## config.mk

```make
export PLATFORM = sky130hd
export DESIGN_NAME = overwrite_ring_with_offset_lookup
export DESIGN_NICKNAME = d
export VERILOG_FILES = /design/src/design/owr_pkg.sv /design/src/design/owr_cell.sv /design/src/design/owr_walker.sv /design/src/design/overwrite_ring_with_offset_lookup.sv
export SDC_FILE = /design/constraint.sdc
export NUM_CORES = 2
export LEC_CHECK = 0
export BUFFER_PORTS_ARGS = -buffer_cell sky130_fd_sc_hd__buf_4
export CAP_MARGIN = 20
export CORE_MARGIN = 4
export CORE_UTILIZATION = 50
export CTS_BUF_LIST = sky130_fd_sc_hd__clkbuf_2
export DETAILED_ROUTE_END_ITERATION = 7
export GPL_ROUTABILITY_DRIVEN = 1
export GPL_TIMING_DRIVEN = 0
export PLACE_DENSITY = 0.73
export SETUP_SLACK_MARGIN = 0.4
export SYNTH_ARGS = -nofsm -noshare
export SYNTH_HDL_FRONTEND = slang
export SYNTH_SLANG_ARGS = --single-unit
```

## constraint.sdc

```tcl
create_clock -name clk_i -period 5.2 [get_ports clk_i]
set_input_delay 0.52 -clock clk_i [delete_from_list [all_inputs] [get_ports clk_i]]
set_output_delay 0.52 -clock clk_i [all_outputs]
set_load 0.005 [all_outputs]
```

## src/design/owr_pkg.sv

```systemverilog
// ----------------------------------------------------------------------------
// owr_pkg: shared types for the overwriting ring with offset lookup
// Item structs, ring entry, cell operation codes, controller states and the
// walker control and hit records.
// ----------------------------------------------------------------------------
package owr_pkg;

  // Request kinds
  localparam logic REQ_ADD  = 1'b0;
  localparam logic REQ_FIND = 1'b1;

  localparam int unsigned OffsetW = 20;
  localparam int unsigned SizeW   = 16;
  localparam int unsigned HandleW = 32;

  // Input item
  typedef struct packed {
    logic               req_type;
    logic [SizeW-1:0]   entry_size;
    logic [HandleW-1:0] entry_handle;
    logic [OffsetW-1:0] find_offset;
  } owr_in_t;

  // Result item
  typedef struct packed {
    logic               found;
    logic [HandleW-1:0] hit_handle;
    logic [SizeW-1:0]   hit_size;
    logic [SizeW-1:0]   byte_in_entry;
    logic               evicted_valid;
    logic [HandleW-1:0] evicted_handle;
    logic               ring_full;
  } owr_out_t;

  // One stored entry
  typedef struct packed {
    logic [SizeW-1:0]   size;
    logic [HandleW-1:0] handle;
  } entry_t;

  // What a cell does this cycle
  typedef enum logic [1:0] {
    CELL_HOLD,
    CELL_LOAD,
    CELL_SHIFT
  } cell_op_e;

  // Controller states
  typedef enum logic [1:0] {
    ST_IDLE,
    ST_WALK,
    ST_DONE
  } owr_state_e;

  // Walker control from the controller
  typedef struct packed {
    logic clear;
    logic step;
  } walk_ctl_t;

  // Walker match record
  typedef struct packed {
    logic               found;
    logic [HandleW-1:0] handle;
    logic [SizeW-1:0]   size;
    logic [SizeW-1:0]   byte_idx;
  } hit_t;

endpackage

```

## src/design/owr_cell.sv

```systemverilog
// ----------------------------------------------------------------------------
// owr_cell: one ring slot
// Holds one entry; loads a new entry or takes its neighbor's entry on a
// shift or rotation.
// ----------------------------------------------------------------------------
module owr_cell (
  input  logic              clk_i,
  input  logic              rst_ni,
  input  owr_pkg::cell_op_e op_i,
  input  owr_pkg::entry_t   new_i,
  input  owr_pkg::entry_t   nb_i,
  output owr_pkg::entry_t   entry_o
);
  import owr_pkg::*;

  entry_t entry_d, entry_q;

  // Next entry
  always_comb begin
    case (op_i)
      CELL_HOLD:  entry_d = entry_q;
      CELL_LOAD:  entry_d = new_i;
      CELL_SHIFT: entry_d = nb_i;
      default:    entry_d = entry_q;
    endcase
  end

  always_ff @(posedge clk_i or negedge rst_ni) begin
    if (!rst_ni) begin
      entry_q <= '0;
    end else begin
      entry_q <= entry_d;
    end
  end

  assign entry_o = entry_q;

endmodule

```

## src/design/owr_walker.sv

```systemverilog
// ----------------------------------------------------------------------------
// owr_walker: running size sum and match capture for a find
// Sees the oldest-position cell once per rotation step and latches the first
// entry whose byte range covers the requested offset.
// ----------------------------------------------------------------------------
module owr_walker #(
  parameter int unsigned SLOTS = 16
) (
  input  logic                             clk_i,
  input  logic                             rst_ni,
  input  owr_pkg::walk_ctl_t               ctl_i,
  input  owr_pkg::entry_t                  head_i,
  input  logic [owr_pkg::OffsetW-1:0]      offset_i,
  output owr_pkg::hit_t                    hit_o
);
  import owr_pkg::*;

  // Sum of all sizes fits in SeenW bits
  localparam int unsigned SeenW = SizeW + $clog2(SLOTS);
  localparam int unsigned CmpW  = (SeenW > OffsetW) ? SeenW : OffsetW;

  logic [SeenW-1:0] seen_d, seen_q;
  hit_t             hit_d, hit_q;
  logic [CmpW-1:0]  off_ext, seen_ext, sum_ext, diff;

  assign off_ext  = CmpW'(offset_i);
  assign seen_ext = CmpW'(seen_q);
  assign sum_ext  = seen_ext + CmpW'(head_i.size);
  assign diff     = off_ext - seen_ext;

  // Accumulate, stop at the first covering entry
  always_comb begin
    seen_d = seen_q;
    hit_d  = hit_q;
    if (ctl_i.clear) begin
      seen_d = '0;
      hit_d  = '0;
    end else if (ctl_i.step && !hit_q.found) begin
      if (off_ext < sum_ext) begin
        hit_d.found    = 1'b1;
        hit_d.handle   = head_i.handle;
        hit_d.size     = head_i.size;
        hit_d.byte_idx = diff[SizeW-1:0];
      end else begin
        seen_d = sum_ext[SeenW-1:0];
      end
    end
  end

  always_ff @(posedge clk_i or negedge rst_ni) begin
    if (!rst_ni) begin
      seen_q <= '0;
      hit_q  <= '0;
    end else begin
      seen_q <= seen_d;
      hit_q  <= hit_d;
    end
  end

  assign hit_o = hit_q;

endmodule

```

## src/design/overwrite_ring_with_offset_lookup.sv

```systemverilog
// ----------------------------------------------------------------------------
// overwrite_ring_with_offset_lookup: overwriting entry ring with offset find
// Cells hold entries oldest first; an add loads or shifts the row, a find
// rotates the row once around past the walker that sums sizes.
// ----------------------------------------------------------------------------
// Add: result registered at the accepting edge, visible the next cycle;
//   one add per cycle while results are taken.
// Find: the row rotates through every slot in ST_WALK, then ST_DONE loads
//   the result once it can be taken; the next item is taken back in ST_IDLE.
// The find time is set by the cell row rotating one slot per cycle.
// Reset clears all cells, the entry count and the output valid flag.
module overwrite_ring_with_offset_lookup #(
  parameter int unsigned SLOTS = 16
) (
  input  logic              clk_i,
  input  logic              rst_ni,
  input  logic              in_valid_i,
  output logic              in_stall_o,
  input  owr_pkg::owr_in_t  in_item_i,
  output logic              out_valid_o,
  input  logic              out_stall_i,
  output owr_pkg::owr_out_t out_item_o
);
  import owr_pkg::*;

  localparam int unsigned CntW = $clog2(SLOTS + 1);

  owr_state_e       state_d, state_q;
  logic [CntW-1:0]  count_d, count_q;
  logic [CntW-1:0]  step_d, step_q;
  logic [OffsetW-1:0] offset_q;
  owr_out_t         out_d, out_q;
  logic             out_valid_q;
  logic             out_load, can_take, in_accept, is_full, last_step;

  cell_op_e         cell_op [SLOTS];
  entry_t           cell_q [SLOTS];
  entry_t           new_entry;
  walk_ctl_t        walk_ctl;
  hit_t             hit;

  assign is_full   = (count_q == CntW'(SLOTS));
  assign last_step = (step_q == CntW'(SLOTS - 1));
  assign can_take  = !out_valid_q || !out_stall_i;
  assign in_accept = in_valid_i && !in_stall_o;
  assign new_entry = '{size: in_item_i.entry_size, handle: in_item_i.entry_handle};

  // Cell row, each cell takes from the next younger one (wraps on rotation)
  for (genvar g = 0; g < SLOTS; g++) begin : g_cell
    owr_cell u_cell (
      .clk_i   (clk_i),
      .rst_ni  (rst_ni),
      .op_i    (cell_op[g]),
      .new_i   (new_entry),
      .nb_i    (cell_q[(g + 1) % SLOTS]),
      .entry_o (cell_q[g])
    );
  end

  // Size walker at the oldest cell
  owr_walker #(.SLOTS(SLOTS)) u_walker (
    .clk_i    (clk_i),
    .rst_ni   (rst_ni),
    .ctl_i    (walk_ctl),
    .head_i   (cell_q[0]),
    .offset_i (offset_q),
    .hit_o    (hit)
  );

  // Next state
  always_comb begin
    state_d = state_q;
    case (state_q)
      ST_IDLE: if (in_accept && in_item_i.req_type == REQ_FIND) state_d = ST_WALK;
      ST_WALK: if (last_step) state_d = ST_DONE;
      ST_DONE: if (can_take) state_d = ST_IDLE;
      default: state_d = ST_IDLE;
    endcase
  end

  // Outputs: stall, cell ops, walker control, result loading
  always_comb begin
    in_stall_o = !(state_q == ST_IDLE && can_take);
    for (int i = 0; i < SLOTS; i++) cell_op[i] = CELL_HOLD;
    walk_ctl = '0;
    out_load = 1'b0;
    out_d    = '0;
    count_d  = count_q;
    step_d   = step_q;
    case (state_q)
      ST_IDLE: begin
        if (in_accept) begin
          if (in_item_i.req_type == REQ_ADD) begin
            out_load = 1'b1;
            if (is_full) begin
              // Drop the oldest, shift the row, new entry at the young end
              for (int i = 0; i < SLOTS - 1; i++) cell_op[i] = CELL_SHIFT;
              cell_op[SLOTS-1]     = CELL_LOAD;
              out_d.evicted_valid  = 1'b1;
              out_d.evicted_handle = cell_q[0].handle;
              out_d.ring_full      = 1'b1;
            end else begin
              for (int i = 0; i < SLOTS; i++) begin
                if (count_q == CntW'(i)) cell_op[i] = CELL_LOAD;
              end
              count_d         = count_q + CntW'(1);
              out_d.ring_full = (count_d == CntW'(SLOTS));
            end
          end else begin
            walk_ctl.clear = 1'b1;
            step_d         = '0;
          end
        end
      end
      ST_WALK: begin
        // Full rotation restores the order
        for (int i = 0; i < SLOTS; i++) cell_op[i] = CELL_SHIFT;
        walk_ctl.step = (step_q < count_q);
        step_d        = step_q + CntW'(1);
      end
      ST_DONE: begin
        if (can_take) begin
          out_load            = 1'b1;
          out_d.found         = hit.found;
          out_d.hit_handle    = hit.handle;
          out_d.hit_size      = hit.size;
          out_d.byte_in_entry = hit.byte_idx;
          out_d.ring_full     = is_full;
        end
      end
      default: ;
    endcase
  end

  // Control registers
  always_ff @(posedge clk_i or negedge rst_ni) begin
    if (!rst_ni) begin
      state_q     <= ST_IDLE;
      count_q     <= '0;
      step_q      <= '0;
      out_valid_q <= 1'b0;
    end else begin
      state_q <= state_d;
      count_q <= count_d;
      step_q  <= step_d;
      if (out_load) begin
        out_valid_q <= 1'b1;
      end else if (!out_stall_i) begin
        out_valid_q <= 1'b0;
      end
    end
  end

  // Payload registers
  always_ff @(posedge clk_i) begin
    if (in_accept) offset_q <= in_item_i.find_offset;
    if (out_load) out_q <= out_d;
  end

  assign out_valid_o = out_valid_q;
  assign out_item_o  = out_q;

  // Checks
  a_count_range: assert property (@(posedge clk_i) disable iff (!rst_ni)
    count_q <= CntW'(SLOTS))
    else $error("entry count above ring size");

  a_walk_step: assert property (@(posedge clk_i) disable iff (!rst_ni)
    state_q == ST_WALK |-> step_q < CntW'(SLOTS))
    else $error("walk step out of range");

  a_done_after_walk: assert property (@(posedge clk_i) disable iff (!rst_ni)
    $rose(state_q == ST_DONE) |-> $past(state_q) == ST_WALK && $past(last_step))
    else $error("find finished before a full rotation");

  a_full_add_keeps: assert property (@(posedge clk_i) disable iff (!rst_ni)
    in_accept && in_item_i.req_type == REQ_ADD && is_full |=> is_full)
    else $error("overwrite changed entry count");

  a_load_shows: assert property (@(posedge clk_i) disable iff (!rst_ni)
    out_load |=> out_valid_q)
    else $error("loaded item not presented");

endmodule
```

==> summary.md <==
| Metric | Value |
|---|---|
| Synth Instances | 4347 |
| Tot GR Track Use | 28.2% |
| Ys flop type | dfrtp_1 |
| # DRC | 0 |
| Clock Path Buffers | 3 |
| Critical path fanouts, max | 10 |
| Hold Violations, Final | 0 |
| Vias in the first global route | 36200 |
| R2R Path Start | state_q[0] |
| Final ANT Viol Nets | 0 |
| Die Footprint | 95300 um^2 |
| First-pass GRT wire length | 209000 um |
| Detailed Route Iter0 Violations | 3212 |
| Placer congestion estimate | 0.943 |
| Grt total ovfl | 0 |
| Chip height | 309 um |
| Crit path kind | reg -> reg |
| CTS H-tree depth | 4 |
| CTS buffer count | 235 |
| Crit path DAT | 5970 ps |
| Cell variety after synth | 58 |
| EDFF count, synth | 119 |
| IO Port Bufs | 173 |
| CTS root buf | clkbuf_2 |
| Clk sinks | 985 |
| Crit-path cells | a211oi_2, nand3b_1, nor4_1, nand3b_1, ha_1, clkbuf_1, clkbuf_1, nand2_1, o21ai_0 |
| Vias | 35800 |
| Maxcap violations | 0 |
| Detailed placement HPWL | 92700 um |
| Dpl cells | 5705 |
| Syn_area_per_cell | 10.4 um^2 |
| Worst Setup Start Kind | register |
| Slew @ Worst Pin | 1040 ps |
| Power per cell area | 624 nW/um^2 |
| DR pass1 iterations | 6 |
| Final net count | 5065 |
| WP data required | 6490 ps |
| Initial antenna violation count | 4 |
| Hold Path Class | in -> reg |
| Outcome | complete, no violations |
| CP max stage cell | nor4_1 |
| Final min period | 4670 ps |
| Syn_nets | 4497 |
| IO Pins | 174 |
| Worst R2R Path Depth | 9 |
| Worst hold path cell count | 5 |
| Worst setup EP type | register |
| Drt total wl | 134000 um |
| Peak VDD IR | 0.314 mV |
| Layout cells sized above 1 | 12.5% |
| Clock skew | 137 ps |
| R2r endpoint | g_cell[8].u_cell.entry_o[44] |
| Clk_lat worst skew | 1510 ps |
| Largest net degree at the start of global routing | 123 |
| Slew Viols, Final | 0 |
| Setup repair after global routing missed its margin | false |
| Crit-path max cell delay | 880 ps |
| FF-to-FF setup slack | 530 ps |
| Overall Power | 32400 uW |
| Fmax | 0.214 GHz |
| Die X | 309 um |
| Final setup violation count | 0 |
| Cell Count, Final, Fillers Out | 6266 |
| Clk pin slew, worst setup/hold paths | 120 ps |
| Period utilisation layout | 89.8% |
| Starting Density | 50.3% |
| Slew margin rel. | 30.0% |
| Core Region | 89900 um^2 |
| Routed length per instance | 21.4 um |
| Hold Startpoint | in_item_i[37] |
| CTS tree | built |
| Rows | 110 |
| Async SR Flop Fraction | 87.9% |
| Sequential fraction of the synthesis area | 55.9% |
| YS warnings | 0 |
| Post-synthesis cell area | 45200 um^2 |
| P_leak | 0.0253 uW |
| Yosys reg bits | 985 |
| Area growth, synth to finish | 15.1% |
| Vias/cell | 5.71 |
| Min-Delay Endpoint | g_cell[13].u_cell.entry_o[17] |
## metal layers
metal | vias to the layer above | share of wire, % | track usage (%)
met1 | 17700 | 41 | 37.3
met4 | 6 | 3.4 | 11.5
met3 | 279 | 8.7 | 6.87
li1 | 16300 | - | -
met2 | 1530 | 47 | 45.1
met5 | - | 0.024 | 0
## area by class of cell
class | count | area (um^2)
Clock buffer | 344 | 1720
Multi-Input combinational cell | 2979 | 18500
Antenna cell | 1 | 2.50
Clock inverter | 67 | 383
Fill cell | 7795 | 37900
Buffer | 348 | 1450
Timing Repair Buffer | 331 | 3060
Tap cell | 1176 | 1470
Sequential cell | 985 | 25200
Inverter | 35 | 131
## flip-flops by register name, indices dropped and copies added, names as in the netlist
register / flops
count_q: 5
g_cell.u_cell.entry_o: 768
offset_q: 20
out_item_o: 99
out_valid_o: 1
state_q: 2
step_q: 5
u_walker.hit_o: 65
u_walker.seen_ext: 20
## worst max path at each step
stage,startpoint,to,slack (ps)
floorplan,g_cell[0].u_cell.entry_o[32],u_walker.seen_ext[18],1270
global placement,rst_ni,g_cell[8].u_cell.entry_o[2],-6460
detailed placement,out_stall_i,g_cell[5].u_cell.entry_o[14],-870
CTS,state_q[0],g_cell[4].u_cell.entry_o[29],400
global route,state_q[0],g_cell[2].u_cell.entry_o[4],400
finish,state_q[0],g_cell[8].u_cell.entry_o[44],530
## kinds of logic after synthesis
logic type	share of synthesized area, %
xor gates and xnor gates	0.639
buffers and inverters	3.26
AOI/OAI and AO/OA	11.2
muxes	16.1
DFF	55.9
and+or+nand+nor	10.8
adders and majority gates	2.16
## cells in the mapped netlist (2+ instances only)
cell / count / share of area, %
and3_1: 74 / 1.0
o221ai_1: 2 / 0.039
o31ai_1: 2 / 0.033
o21bai_1: 4 / 0.066
a31oi_1: 5 / 0.069
o21a_1: 4 / 0.066
a211oi_1: 10 / 0.17
edfxtp_1: 119 / 7.9
a31o_2: 3 / 0.058
nor2b_1: 9 / 0.12
nor2_1: 57 / 0.47
a21oi_1: 28 / 0.31
buf_1: 34 / 0.28
xor2_1: 10 / 0.19
nand2_1: 946 / 7.9
dfrtp_1: 866 / 48
nand4_1: 7 / 0.097
o22ai_1: 17 / 0.24
nand3_1: 33 / 0.37
inv_1: 35 / 0.29
a21o_1: 10 / 0.17
xnor2_1: 23 / 0.45
fa_1: 2 / 0.089
nor3_1: 4 / 0.044
mux2i_1: 725 / 16
nand3b_1: 4 / 0.066
nand2b_1: 4 / 0.055
nor3b_1: 2 / 0.033
nor4_1: 4 / 0.055
or3_1: 4 / 0.055
and2_1: 35 / 0.48
clkbuf_1: 290 / 2.4
o21ai_0: 816 / 9.0
ha_1: 75 / 2.1
buf_2: 23 / 0.25
o21ai_1: 6 / 0.066
o211ai_1: 2 / 0.033
o211a_1: 2 / 0.044
a22oi_1: 32 / 0.53
## cells in the final DEF (no fill, tap or decap), drive strengths merged, types with 74 or more instances in the layout
master         n
and3          74
buf          223
clkbuf       646
dfrtp        866
dlygate4sd3  147
edfxtp       119
ha            75
mux2i        725
nand2        946
o21ai        822
## report_power, final
group / leakage, uW / switching, uW / total (uW) / internal (uW)
combinational: 0.0118 / 8640 / 13800 / 5170
sequential: 0.0119 / 2270 / 13500 / 11200
clock: 0.00160 / 3220 / 5150 / 1930
total: 0.0253 / 14100 / 32400 / 18300
## worst max-delay path: cells and delay by family, from the launching register on
family | cells | cell delay [ps]
DFF | 1 | 500
adders and majority gates | 1 | 580
buffers and inverters | 2 | 1250
and+or+nand+nor | 4 | 1670
AOI/OAI and AO/OA | 2 | 440
## timing repair
action / CTS / global route
hold buffers: 148 / 0
resized for setup: 43 / 37
setup endpoints to repair: 805 / 481
pin swaps: 0 / 1
setup buffers: 0 / 1
endpoints found under the hold margin: 1636 / 0
## through the flow
stage          hold slack, ps  util, %  setup TNS (ps)  instance area (um^2)  setup slack (ps)
6_report                  202     57.9               0                 52000               529
4_1_cts                  25.2     57.8               0                 51900               402
3_5_place_dp              468     53.7         -239530                 48200              -869
3_3_place_gp              460     53.4        -5706510                 48000             -6460
2_1_floorplan             224        -               0                 45200              1270
5_1_grt                   163     57.9               0                 52000               402
Note: power is estimated with default switching activity, not from simulation.
